<file path="src/sv/bdeq_pkg.sv">
// bdeq_pkg: shared types and codes for the bounded double-ended queue
// holds the command and result beat structs, opcodes and status codes
// no dependencies
package bdeq_pkg;

	localparam int unsigned DEPTH_DEF      = 16;
	localparam int unsigned WORD_WIDTH_DEF = 64;

	localparam int unsigned OPC_W   = 3;
	localparam int unsigned VALUE_W = 64;
	localparam int unsigned OCC_W   = 5;

	// opcodes; codes five to seven are ignored
	localparam logic [OPC_W-1:0] OP_PUSH_BACK  = 3'd0;
	localparam logic [OPC_W-1:0] OP_PUSH_FRONT = 3'd1;
	localparam logic [OPC_W-1:0] OP_POP_FRONT  = 3'd2;
	localparam logic [OPC_W-1:0] OP_POP_BACK   = 3'd3;
	localparam logic [OPC_W-1:0] OP_REVERSE    = 3'd4;

	typedef enum logic [1:0] {
		ST_DONE  = 2'd0,
		ST_FULL  = 2'd1,
		ST_EMPTY = 2'd2
	} status_t;

	typedef struct packed {
		logic [OPC_W-1:0]   opcode;
		logic [VALUE_W-1:0] value;
	} cmd_t;

	typedef struct packed {
		status_t            status;
		logic [VALUE_W-1:0] front_value;
		logic [VALUE_W-1:0] back_value;
		logic               is_empty;
		logic [OCC_W-1:0]   occupancy;
	} res_t;

endpackage

</file>
<file path="src/sv/bounded_double_ended_queue.sv">
// bounded_double_ended_queue: top level of the bounded double-ended queue
// pointer and direction control, read stage and result register
// depends on bdeq_pkg and bdeq_store
//
// channel  | valid      | ready      | payload             | meaning
// ---------+------------+------------+---------------------+--------------------------
// command  | cmd_valid  | cmd_ready  | cmd (bdeq_pkg::cmd_t)| one operation per beat
// result   | res_valid  | res_ready  | res (bdeq_pkg::res_t)| queue view after the op
//
// one operation accepted per clock while cmd_ready is high; its result beat passes
// through the read stage and then the result register before it reaches the port
// the pointer update and the store write happen at the accepting edge, and the
// front and back words come out of the two registered store read ports
// a stalled result side parks one beat in the result register and one in the
// read stage; cmd_ready drops only when both are full
// reset clears pointers, count, direction and valids; the store needs no clearing
module bounded_double_ended_queue #(
	parameter int unsigned DEPTH      = bdeq_pkg::DEPTH_DEF,
	parameter int unsigned WORD_WIDTH = bdeq_pkg::WORD_WIDTH_DEF
) (
	input  logic            clk,
	input  logic            arst_n,
	input  logic            cmd_valid,
	output logic            cmd_ready,
	input  bdeq_pkg::cmd_t  cmd,
	output logic            res_valid,
	input  logic            res_ready,
	output bdeq_pkg::res_t  res
);

	localparam int unsigned IW = $clog2(DEPTH);
	localparam int unsigned CW = $clog2(DEPTH + 1);
	localparam int unsigned SW = CW + 1;
	localparam int unsigned VW = bdeq_pkg::VALUE_W;
	localparam int unsigned OW = bdeq_pkg::OCC_W;

	localparam logic [CW-1:0] DEPTH_C  = CW'(DEPTH);
	localparam logic [SW-1:0] DEPTH_S  = SW'(DEPTH);
	localparam logic [IW-1:0] LAST_IDX = IW'(DEPTH - 1);

	// ring arithmetic: pos < DEPTH and off <= DEPTH, so one subtract folds the sum
	function automatic logic [IW-1:0] ring_add(input logic [IW-1:0] pos,
		input logic [CW-1:0] off);
		logic [SW-1:0] s;
		s = SW'(pos) + SW'(off);
		if (s >= DEPTH_S) begin
			s = s - DEPTH_S;
		end
		return s[IW-1:0];
	endfunction

	function automatic logic [IW-1:0] ring_dec(input logic [IW-1:0] pos);
		return (pos == '0) ? LAST_IDX : pos - 1'b1;
	endfunction

	// architectural queue state
	logic [IW-1:0] head_q;
	logic [CW-1:0] count_q;
	logic          rev_q;

	// read stage (store read data lives in bdeq_store)
	logic              valid_s1;
	bdeq_pkg::status_t status_s1;
	logic              rev_s1;
	logic [CW-1:0]     count_s1;

	// result register
	logic           res_valid_q;
	bdeq_pkg::res_t res_q;

	// next state
	logic              cmd_fire;
	logic              res_load;
	logic              full;
	logic              empty;
	logic              at_tail;
	logic [IW-1:0]     head_nxt;
	logic [CW-1:0]     count_nxt;
	logic              rev_nxt;
	logic [IW-1:0]     tail_nxt;
	bdeq_pkg::status_t status_nxt;
	logic              wr_c;
	logic [IW-1:0]     waddr_c;

	logic [WORD_WIDTH-1:0] head_word;
	logic [WORD_WIDTH-1:0] tail_word;
	logic [WORD_WIDTH-1:0] front_word;
	logic [WORD_WIDTH-1:0] back_word;

	// handshakes: the read stage drains into the result register whenever that
	// register is free or being emptied
	assign res_load  = valid_s1 && (!res_valid_q || res_ready);
	assign cmd_ready = !valid_s1 || res_load;
	assign cmd_fire  = cmd_valid && cmd_ready;

	assign full  = (count_q == DEPTH_C);
	assign empty = (count_q == '0);

	// which physical end the op touches: back ops hit the tail unless reversed
	assign at_tail = ((cmd.opcode == bdeq_pkg::OP_PUSH_BACK) ||
		(cmd.opcode == bdeq_pkg::OP_POP_BACK)) != rev_q;

	always_comb begin
		head_nxt   = head_q;
		count_nxt  = count_q;
		rev_nxt    = rev_q;
		status_nxt = bdeq_pkg::ST_DONE;
		wr_c       = 1'b0;
		waddr_c    = ring_add(head_q, count_q);
		case (cmd.opcode)
			bdeq_pkg::OP_PUSH_BACK, bdeq_pkg::OP_PUSH_FRONT: begin
				if (full) begin
					status_nxt = bdeq_pkg::ST_FULL;
				end else begin
					wr_c      = 1'b1;
					count_nxt = count_q + 1'b1;
					if (!at_tail) begin
						head_nxt = ring_dec(head_q);
						waddr_c  = head_nxt;
					end
				end
			end
			bdeq_pkg::OP_POP_FRONT, bdeq_pkg::OP_POP_BACK: begin
				if (empty) begin
					status_nxt = bdeq_pkg::ST_EMPTY;
				end else begin
					count_nxt = count_q - 1'b1;
					if (!at_tail) begin
						head_nxt = ring_add(head_q, CW'(1));
					end
				end
			end
			bdeq_pkg::OP_REVERSE: begin
				rev_nxt = !rev_q;
			end
			default: begin
				// unused opcodes leave the queue alone
			end
		endcase
		// last occupied slot after the op; meaningless when the queue goes empty
		tail_nxt = (count_nxt == '0) ? head_nxt : ring_add(head_nxt, count_nxt - 1'b1);
	end

	// pointer state
	always_ff @(posedge clk or negedge arst_n) begin
		if (!arst_n) begin
			head_q  <= '0;
			count_q <= '0;
			rev_q   <= 1'b0;
		end else if (cmd_fire) begin
			head_q  <= head_nxt;
			count_q <= count_nxt;
			rev_q   <= rev_nxt;
		end
	end

	// ring store, read at the new head and tail in the same edge as the write
	bdeq_store #(
		.DEPTH      (DEPTH),
		.WORD_WIDTH (WORD_WIDTH)
	) u_store (
		.clk     (clk),
		.rd_en   (cmd_fire),
		.we      (cmd_fire && wr_c),
		.waddr   (waddr_c),
		.wdata   (cmd.value[WORD_WIDTH-1:0]),
		.raddr_a (head_nxt),
		.raddr_b (tail_nxt),
		.rdata_a (head_word),
		.rdata_b (tail_word)
	);

	// read stage control and side info
	always_ff @(posedge clk or negedge arst_n) begin
		if (!arst_n) begin
			valid_s1 <= 1'b0;
		end else if (cmd_fire) begin
			valid_s1 <= 1'b1;
		end else if (res_load) begin
			valid_s1 <= 1'b0;
		end
	end

	always_ff @(posedge clk) begin
		if (cmd_fire) begin
			status_s1 <= status_nxt;
			rev_s1    <= rev_nxt;
			count_s1  <= count_nxt;
		end
	end

	// logical ends: a reversed queue swaps the physical head and tail
	assign front_word = rev_s1 ? tail_word : head_word;
	assign back_word  = rev_s1 ? head_word : tail_word;

	// result register
	always_ff @(posedge clk or negedge arst_n) begin
		if (!arst_n) begin
			res_valid_q <= 1'b0;
		end else if (res_load) begin
			res_valid_q <= 1'b1;
		end else if (res_ready) begin
			res_valid_q <= 1'b0;
		end
	end

	always_ff @(posedge clk) begin
		if (res_load) begin
			res_q.status      <= status_s1;
			res_q.front_value <= (count_s1 == '0) ? '0 : VW'(front_word);
			res_q.back_value  <= (count_s1 == '0) ? '0 : VW'(back_word);
			res_q.is_empty    <= (count_s1 == '0);
			res_q.occupancy   <= OW'(count_s1);
		end
	end

	assign res_valid = res_valid_q;
	assign res       = res_q;

`ifndef SYNTH
	// the count never runs past the store depth
	a_count_bound: assert property (@(posedge clk) disable iff (!arst_n)
		count_q <= DEPTH_C)
		else $error("entry count above depth");

	// a push into a full queue is flagged and leaves the count alone
	a_push_full: assert property (@(posedge clk) disable iff (!arst_n)
		cmd_fire && full && ((cmd.opcode == bdeq_pkg::OP_PUSH_BACK) ||
		(cmd.opcode == bdeq_pkg::OP_PUSH_FRONT))
		|=> status_s1 == bdeq_pkg::ST_FULL && count_q == $past(count_q))
		else $error("push on full queue not dropped");

	// a pop from an empty queue is flagged and changes nothing
	a_pop_empty: assert property (@(posedge clk) disable iff (!arst_n)
		cmd_fire && empty && ((cmd.opcode == bdeq_pkg::OP_POP_FRONT) ||
		(cmd.opcode == bdeq_pkg::OP_POP_BACK))
		|=> status_s1 == bdeq_pkg::ST_EMPTY && count_q == '0 && head_q == $past(head_q))
		else $error("pop on empty queue not flagged");

	// a beat parked in the read stage is not lost while the result side stalls
	a_s1_hold: assert property (@(posedge clk) disable iff (!arst_n)
		valid_s1 && !res_load |=> valid_s1 && $stable(count_s1) && $stable(status_s1))
		else $error("read stage beat dropped during stall");

	// an empty view shows zero words
	a_empty_zero: assert property (@(posedge clk) disable iff (!arst_n)
		res_valid_q && res_q.is_empty |-> res_q.front_value == '0 && res_q.back_value == '0)
		else $error("empty result carries data");
`endif

endmodule

</file>
<file path="src/sv/bdeq_store.sv">
// bdeq_store: ring store of the queue, one write port and two read ports
// read data is registered, a write in the same cycle is forwarded to a matching read
// depends on nothing but its parameters
module bdeq_store #(
	parameter int unsigned DEPTH      = 16,
	parameter int unsigned WORD_WIDTH = 64
) (
	input  logic                     clk,
	input  logic                     rd_en,
	input  logic                     we,
	input  logic [$clog2(DEPTH)-1:0] waddr,
	input  logic [WORD_WIDTH-1:0]    wdata,
	input  logic [$clog2(DEPTH)-1:0] raddr_a,
	input  logic [$clog2(DEPTH)-1:0] raddr_b,
	output logic [WORD_WIDTH-1:0]    rdata_a,
	output logic [WORD_WIDTH-1:0]    rdata_b
);

	logic [WORD_WIDTH-1:0] mem [DEPTH];
	logic [WORD_WIDTH-1:0] rdata_a_q;
	logic [WORD_WIDTH-1:0] rdata_b_q;

	always_ff @(posedge clk) begin
		if (we) begin
			mem[waddr] <= wdata;
		end
	end

	always_ff @(posedge clk) begin
		if (rd_en) begin
			rdata_a_q <= (we && (waddr == raddr_a)) ? wdata : mem[raddr_a];
			rdata_b_q <= (we && (waddr == raddr_b)) ? wdata : mem[raddr_b];
		end
	end

	assign rdata_a = rdata_a_q;
	assign rdata_b = rdata_b_q;

endmodule

</file>
<file path="config.mk">
export PLATFORM = sky130hd
export DESIGN_NAME = bounded_double_ended_queue
export DESIGN_NICKNAME = d
export VERILOG_FILES = /design/src/sv/bdeq_pkg.sv /design/src/sv/bounded_double_ended_queue.sv /design/src/sv/bdeq_store.sv
export SDC_FILE = /design/constraint.sdc
export NUM_CORES = 2
export LEC_CHECK = 0
export BUFFER_PORTS_ARGS = -buffer_cell sky130_fd_sc_hd__buf_2
export CAP_MARGIN = 20
export CORE_ASPECT_RATIO = 0.7
export CORE_UTILIZATION = 28
export DETAILED_ROUTE_END_ITERATION = 8
export PLACE_DENSITY = 0.43
export SLEW_MARGIN = 20
export SYNTH_ARGS = -nofsm -noshare
export SYNTH_HDL_FRONTEND = slang
export SYNTH_HIERARCHICAL = 1
export SYNTH_SLANG_ARGS = --single-unit
</file>
<file path="constraint.sdc">
create_clock -name clk -period 15.59 [get_ports clk]
set_clock_uncertainty 0.15 [all_clocks]
set_input_delay 3.118 -clock clk [delete_from_list [all_inputs] [get_ports clk]]
set_output_delay 3.118 -clock clk [all_outputs]
set_load 0.05 [all_outputs]
</file>
### After elaboration in Yosys (flattened, before gate mapping)

Memory sizes are Yosys's and may differ from the RTL's. A register that Yosys moved wholly into a read port is not among the register bits.
Cells that the tools add are included.

| word-level totals | value |
|---|---|
| flip-flop bits (word level) | 156 |
| output and inout bits | 138 |
| input bits | 71 |
| memory bits (writable) | 1024 |
| word-level logic and storage cells | 81 |
| memories | 1 |

| operators by class | value |
|---|---|
| magnitude comparators | 3 |
| reduce and logical (&&, ||, !) cells | 18 |
| mux-type cells | 30 |
| add/subtract/negate cells | 10 |
| eq/ne operators | 6 |

Memories:

| name | depth | bits a word | rd ports | clocked after memory_dff | wr ports | line | text |
|---|---|---|---|---|---|---|---|
| u_store.mem | 16 | 64 | 2 | 2 | 1 | bdeq_store.sv:19 | `logic [WORD_WIDTH-1:0] mem [DEPTH];` |

Operator list:

| operator | count |
|---|---|
| 64-bit 2-to-1 mux | 2 |
| 4-bit 2-to-1 mux | 12 |
| 4-bit by 1-bit subtractor with 4-bit output (second input constant) | 4 |
| 5-bit logical NOT | 3 |
| 4-bit by 5-bit adder with 6-bit output | 2 |
| 6-bit by 5-bit >= comparator with 1-bit output (second input constant) | 2 |
| 1-bit 2-to-1 mux | 10 |
| 5-bit 2-to-1 mux | 2 |
| 5-bit one-hot mux with 2 select lines | 1 |
| 5-bit by 1-bit subtractor with 5-bit output (second input constant) | 2 |
| 4-bit one-hot mux with 2 select lines | 1 |
| 3-bit by 2-bit == test with 1-bit output (second input constant) | 2 |
| 4-bit by 1-bit adder with 5-bit output (second input constant) | 1 |
| 5-bit by 1-bit adder with 5-bit output (second input constant) | 1 |
| 5-bit == test (second input constant) | 1 |
| 5-bit >= comparator (second input constant) | 1 |
| 4-bit logical NOT | 1 |
| 2-bit one-hot mux with 2 select lines | 1 |
| 2-bit nonzero test | 2 |
| 2-bit OR reduction | 2 |
| 3-bit by 1-bit == test with 1-bit output (second input constant) | 1 |
| 3-bit == test (second input constant) | 1 |
| 1-bit logical AND | 3 |
| 1-bit logical NOT | 3 |
| 4 further kinds | 6 |

### Logic depth before layout (Yosys ltp)

| depth | value |
|---|---|
| depth after elaboration | 10 |
| gate-level depth with buffers | 22 |
| gate-level depth less buffers | 18 |

### Modules after synthesis

The synthesis kept the hierarchy.

Modules (own cells, without submodules):

| module | seq. area each (sq um) | times used | area an instance (sq um) | cells each |
|---|---|---|---|---|
| bdeq_store | 34593.2 | 1 | 51064.0 | 2399 |
| bounded_double_ended_queue | 4624.4 | 1 | 7688.6 | 604 |

### Least setup slack after synthesis

No wires, ideal clock.

| path | value |
|---|---|
| path kind | input to register |
| start point | in cmd[65] in the netlist's numbering |
| end point | mem u_store.mem[0][0] (enable) |
| required time | 14.875 ns |
| path slack | 5.728 ns |
| stages | 9 |
| setup time | 0.565 ns |
| path buffers | 1 |
| arrival | 9.148 ns |
| cell sequence | buf_4 > xor2_1 > nor2_1 > xnor2_1 > nand2_1 > nor3_1 > a21oi_1 > or3b_2 > nor3_1 |

| between the ends | value |
|---|---|
| word-level cells in the longest chain between the ends | 6 |
| elaborated cells on any way between the ends | 13 |
| classes of those cells | 3 x eq/ne; 6 x mux; 4 x reduce/logical |

RTL lines:

| element | line | text |
|---|---|---|
| start: declaration | bounded_double_ended_queue.sv:25 | `input bdeq_pkg::cmd_t cmd,` |
| 3-bit by 2-bit == test with 1-bit output / 3-bit logical NOT (equally long branches) | bounded_double_ended_queue.sv:101, bounded_double_ended_queue.sv:100, bounded_double_ended_queue.sv:110 |  |
| 1-bit logical OR | bounded_double_ended_queue.sv:100 | `assign at_tail = ((cmd.opcode == bdeq_pkg::OP_PUSH_BACK) \|\|` |
| 1-bit inequality test | bounded_double_ended_queue.sv:101 | `(cmd.opcode == bdeq_pkg::OP_POP_BACK)) != rev_q;` |
| 4-bit 2-to-1 mux | bounded_double_ended_queue.sv:117 | `if (!at_tail) begin` |
| 4-bit 2-to-1 mux | bounded_double_ended_queue.sv:112 | `if (full) begin` |
| 4-bit 2-to-1 mux * | bounded_double_ended_queue.sv:110 | `case (cmd.opcode)` |
| via waddr_c[3] | bounded_double_ended_queue.sv:83 | `logic [IW-1:0] waddr_c;` |
| end: declaration | bdeq_store.sv:19 |  |

The timed path passes the listed nets; every way through them passes the cells marked *.

### Final worst setup path

| path | value |
|---|---|
| start point | in cmd[65] in the netlist's numbering |
| end point | reg u_store.rdata_b_q[36] (netlist: u_store/rdata_b[36]), read port of u_store.mem (data pin) |

| between the ends | value |
|---|---|
| word-level cells in the longest chain between the ends | 10 |
| elaborated cells on any way between the ends | 21 |
| classes of those cells | 3 x add/sub; 1 x order compare; 4 x eq/ne; 8 x mux; 5 x reduce/logical |

RTL lines:

| element | line | text |
|---|---|---|
| 3-bit by 2-bit == test with 1-bit output / 3-bit logical NOT (equally long branches) | bounded_double_ended_queue.sv:101, bounded_double_ended_queue.sv:110, bounded_double_ended_queue.sv:100 |  |
| 1-bit logical OR | bounded_double_ended_queue.sv:100 |  |
| 1-bit inequality test | bounded_double_ended_queue.sv:101 |  |
| 4-bit 2-to-1 mux (on tied branches) | bounded_double_ended_queue.sv:128, bounded_double_ended_queue.sv:117 |  |
| 4-bit 2-to-1 mux (on tied branches) | bounded_double_ended_queue.sv:124, bounded_double_ended_queue.sv:112 |  |
| 4-bit one-hot mux with 2 select lines * | bounded_double_ended_queue.sv:110 |  |
| via head_nxt[1] | bounded_double_ended_queue.sv:77 | `logic [IW-1:0] head_nxt;` |
| 4-bit by 5-bit adder with 6-bit output * | bounded_double_ended_queue.sv:45 | `s = SW'(pos) + SW'(off);` |
| 6-bit by 5-bit >= comparator with 1-bit output / 4-bit by 1-bit subtractor with 4-bit output (equally long branches) | bounded_double_ended_queue.sv:46, bounded_double_ended_queue.sv:47 |  |
| 4-bit 2-to-1 mux * | bounded_double_ended_queue.sv:46 | `if (s >= DEPTH_S) begin` |
| 4-bit 2-to-1 mux * | bounded_double_ended_queue.sv:141 | `tail_nxt = (count_nxt == '0) ? head_nxt : ring_add(head_nxt, count_nxt - 1'b1);` |
| via tail_nxt[3] | bounded_double_ended_queue.sv:80 | `logic [IW-1:0] tail_nxt;` |
| end: declaration | bdeq_store.sv:21 | `logic [WORD_WIDTH-1:0] rdata_b_q;` |

Marked as above.
A chain may end at the register's enable or synchronous reset.

==> impl_results.md <==
* Status: finished, final reports clean
* Setup Buffers After CTS at 0
* FP Rows at 140
* Main synth FF type: edfxtp_1
* Synth area leaders: edfxtp_1 66%, mux4_2 20%, a22oi_1 3.2%
* Largest net degree at the start of global routing at 101
* Critical Path RT at 15.97 ns
* Hold-fix buffers, CTS at 0
* Reg area at 0.0392 mm2
* Max clock buf depth at 4
* P&R area growth vs syn at 15.7%
* Post-synthesis sequential area ratio at 66.8%
* Initial antenna violation count at 27
* Vias per cell at 5.15
* Avg WL per Cell at 29.6 um
* Final period utilization at 56.1%
* Routed wire length at 181 mm
* Worst setup path class: input pin to flip-flop
* Yosys warns at 6
* Die ar. at 0.212 mm2
* Commonest non-fill, non-tap cells in the layout: 1,296 x edfxtp_1, 514 x mux4_2, 252 x a22oi_1, 208 x buf_2, 157 x clkbuf_16
* EDFF count, synth at 1,296
* Hold path depth at 0
* RSZ-0062 raised after global routing: false
* Synth area leader: edfxtp_1
* DRC violation count after routing at 0
* Top-area cell type share of the netlist area at 66.2%
* Syn Nets at 3,089
* Drt first pass iters at 7
* Critical Path Source Type: input pin
* Setup_tns at 0 ns
* Path depth of the worst reg2reg path at 19
* Core area at 0.208 mm2
* RePlAce Congestion at 0.717
* Chip width at 550 um
* First-pass GRT wire length at 255 mm
* Clk pin slew, worst setup/hold paths at 0.06 ns
* Crit end category: flip-flop
* Post-synthesis cell type count at 52
* Gate count of the mapped netlist at 3,003
* Vias in the first global route at 32,920
* Post-DRT Antenna Nets at 0
* WP data arrival at 9.12 ns
* Final Hold Viols at 0
* Multi-input gate area at 0.0187 mm2
* Worst skew pair latency at 0.80 ns
* Die H at 385 um
* Maximum fanout along the worst path at 35
* Syn avg cell area at 19.6 um2
* # nets final at 3,312
* Final setup viols at 0
* MaxCap Viol Count at 0
* CTS tree: yes
* # fillers at 19,813
* Dpl hpwl at 95.3 mm
* CTS sink count at 1,308
* Post-Syn Area at 0.0588 mm2
* Initial Utilization at 28.2%
* Worst hold-check path type: flip-flop to flip-flop
* Num CTS Buffers at 154
* CTS root buffer: clkbuf_16
* PortBufs at 208
* Tmin final at 8.74 ns
* H-tree depth at 4
* Via Count at 31,420
* Fmax achieved at 114 MHz
* GR Util All Layers at 17.0%
* Cells resized by post-CTS repair at 0
* Synth async-reset ratio at 0.917%
* Commonest non-fill, non-tap cell in the layout: edfxtp_1
* Max-slew violation count at 0
* Layout cells sized above 1 at 35.3%
* Ports at 209
* Worst-Margin Slew at 1.07 ns
* Max_slew headroom at 28.9%
* #FFs+latches synth at 1,308
* DRT iter0 DRCs at 2,716
* Total congestion overflow at 0
==> sequential cells by signal, indices dropped and copies added (netlist names) <==
register / cells
head_q: 4
rev_q: 1
rev_s1: 1
u_store/rdata_b: 64
res_valid: 1
count_s1: 5
u_store/rdata_a: 64
count_q: 5
valid_s1: 1
res: 136
u_store/mem: 1024
status_s1: 2
==> synth_stat cells (all sizes together), types with 2 or more instances <==
library cell     n
o21ai            9
mux2           134
a21oi            9
nor2           155
a21o             3
and2             4
nand2b           6
nand3            7
a31oi            3
mux2i          132
xnor2           10
mux4           514
or3              2
o31a             2
dfrtp           12
xor2            16
a211oi           2
nor3             8
clkbuf         104
edfxtp        1296
nor4             3
nand2          149
fa               2
buf            118
nand3b           3
or3b             2
o211ai           3
nor2b            5
inv             14
ha              13
a22oi          252
==> worst max-delay path, cell delays in order <==
cell and delay [ns]:
buf_2 0.30, xor2_1 0.18, nor2_1 0.09, xnor2_1 0.26
nand2_1 0.27, o211ai_1 0.60, ha_1 0.34, a21o_1 0.15
a21oi_1 0.18, xnor2_1 0.09, or3_1 0.37, a21oi_2 0.15
xor2_1 0.73, xor2_1 0.21, nor4_4 0.33, buf_4 0.48
buf_4 0.78, mux2_2 0.41
==> routing by layer <==
metal,vias up,GRT usage [%],wire length (um)
li1,13135,-,-
met1,17127,24.1,83300
met2,909,26.9,83800
met3,243,3.14,9640
met4,6,4.19,3780
met5,-,0,45
==> cell type report <==
class	count	share of cell area, %
Multi-Input combinational cell	1458	27.5
Tap cell	2769	5.10
Clock inverter	63	0.970
Timing Repair Buffer	289	2.58
Clock buffer	194	5.99
Antenna cell	6	0.0221
Sequential cell	1308	57.7
Inverter	15	0.0939
==> metrics by stage <==
| stage | utilization [%] | hold WS (ns) | std cells | setup WS [ns] | instance area (um2) |
|---|---|---|---|---|---|
| 2_1_floorplan | - | 0.250 | 3003 | 5.73 | 58800 |
| 3_3_place_gp | 30.3 | 0.260 | 5837 | 6.17 | 63200 |
| 3_5_place_dp | 30.4 | 0.265 | 5839 | 6.04 | 63200 |
| 4_1_cts | 32.6 | 0.281 | 6096 | 6.85 | 67900 |
| 5_1_grt | 32.6 | 0.293 | 6102 | 6.49 | 68000 |
| 6_report | 32.6 | 0.283 | 6102 | 6.85 | 68000 |
==> final timing paths <==
check | startpoint | end | slack [ns]
worst max-delay path | cmd[65] | u_store/rdata_b[36]$_DFFE_PP_ | 6.85
worst min-delay path | status_s1[0]$_DFFE_PP_ | res[134]$_DFFE_PP_ | 0.28
worst max register to register | count_q[1]$_DFFE_PN0P_ | u_store/rdata_b[36]$_DFFE_PP_ | 8.43
worst min register to register | status_s1[0]$_DFFE_PP_ | res[134]$_DFFE_PP_ | 0.28
max in group asynchronous | arst_n | count_q[3]$_DFFE_PN0P_ | 12.87
min in group asynchronous | arst_n | rev_q$_DFFE_PN0P_ | 2.10
==> kinds of logic after synthesis <==
| logic type | after synthesis | share of synthesized area (%) |
|---|---|---|
| flip-flops | 1308 | 66.8 |
| multiplexers | 780 | 24.5 |
| AND/OR/NAND/NOR | 349 | 2.52 |
| AO/OA/AOI/OAI | 288 | 3.70 |
| buffers and inverters | 237 | 1.76 |
| XOR/XNOR | 26 | 0.388 |
| adder cells (fa/ha/maj) | 15 | 0.345 |
Power is left out: the tool's default activity adds up to more than one toggle a clock period on the data nets, which glitch-free logic cannot reach.
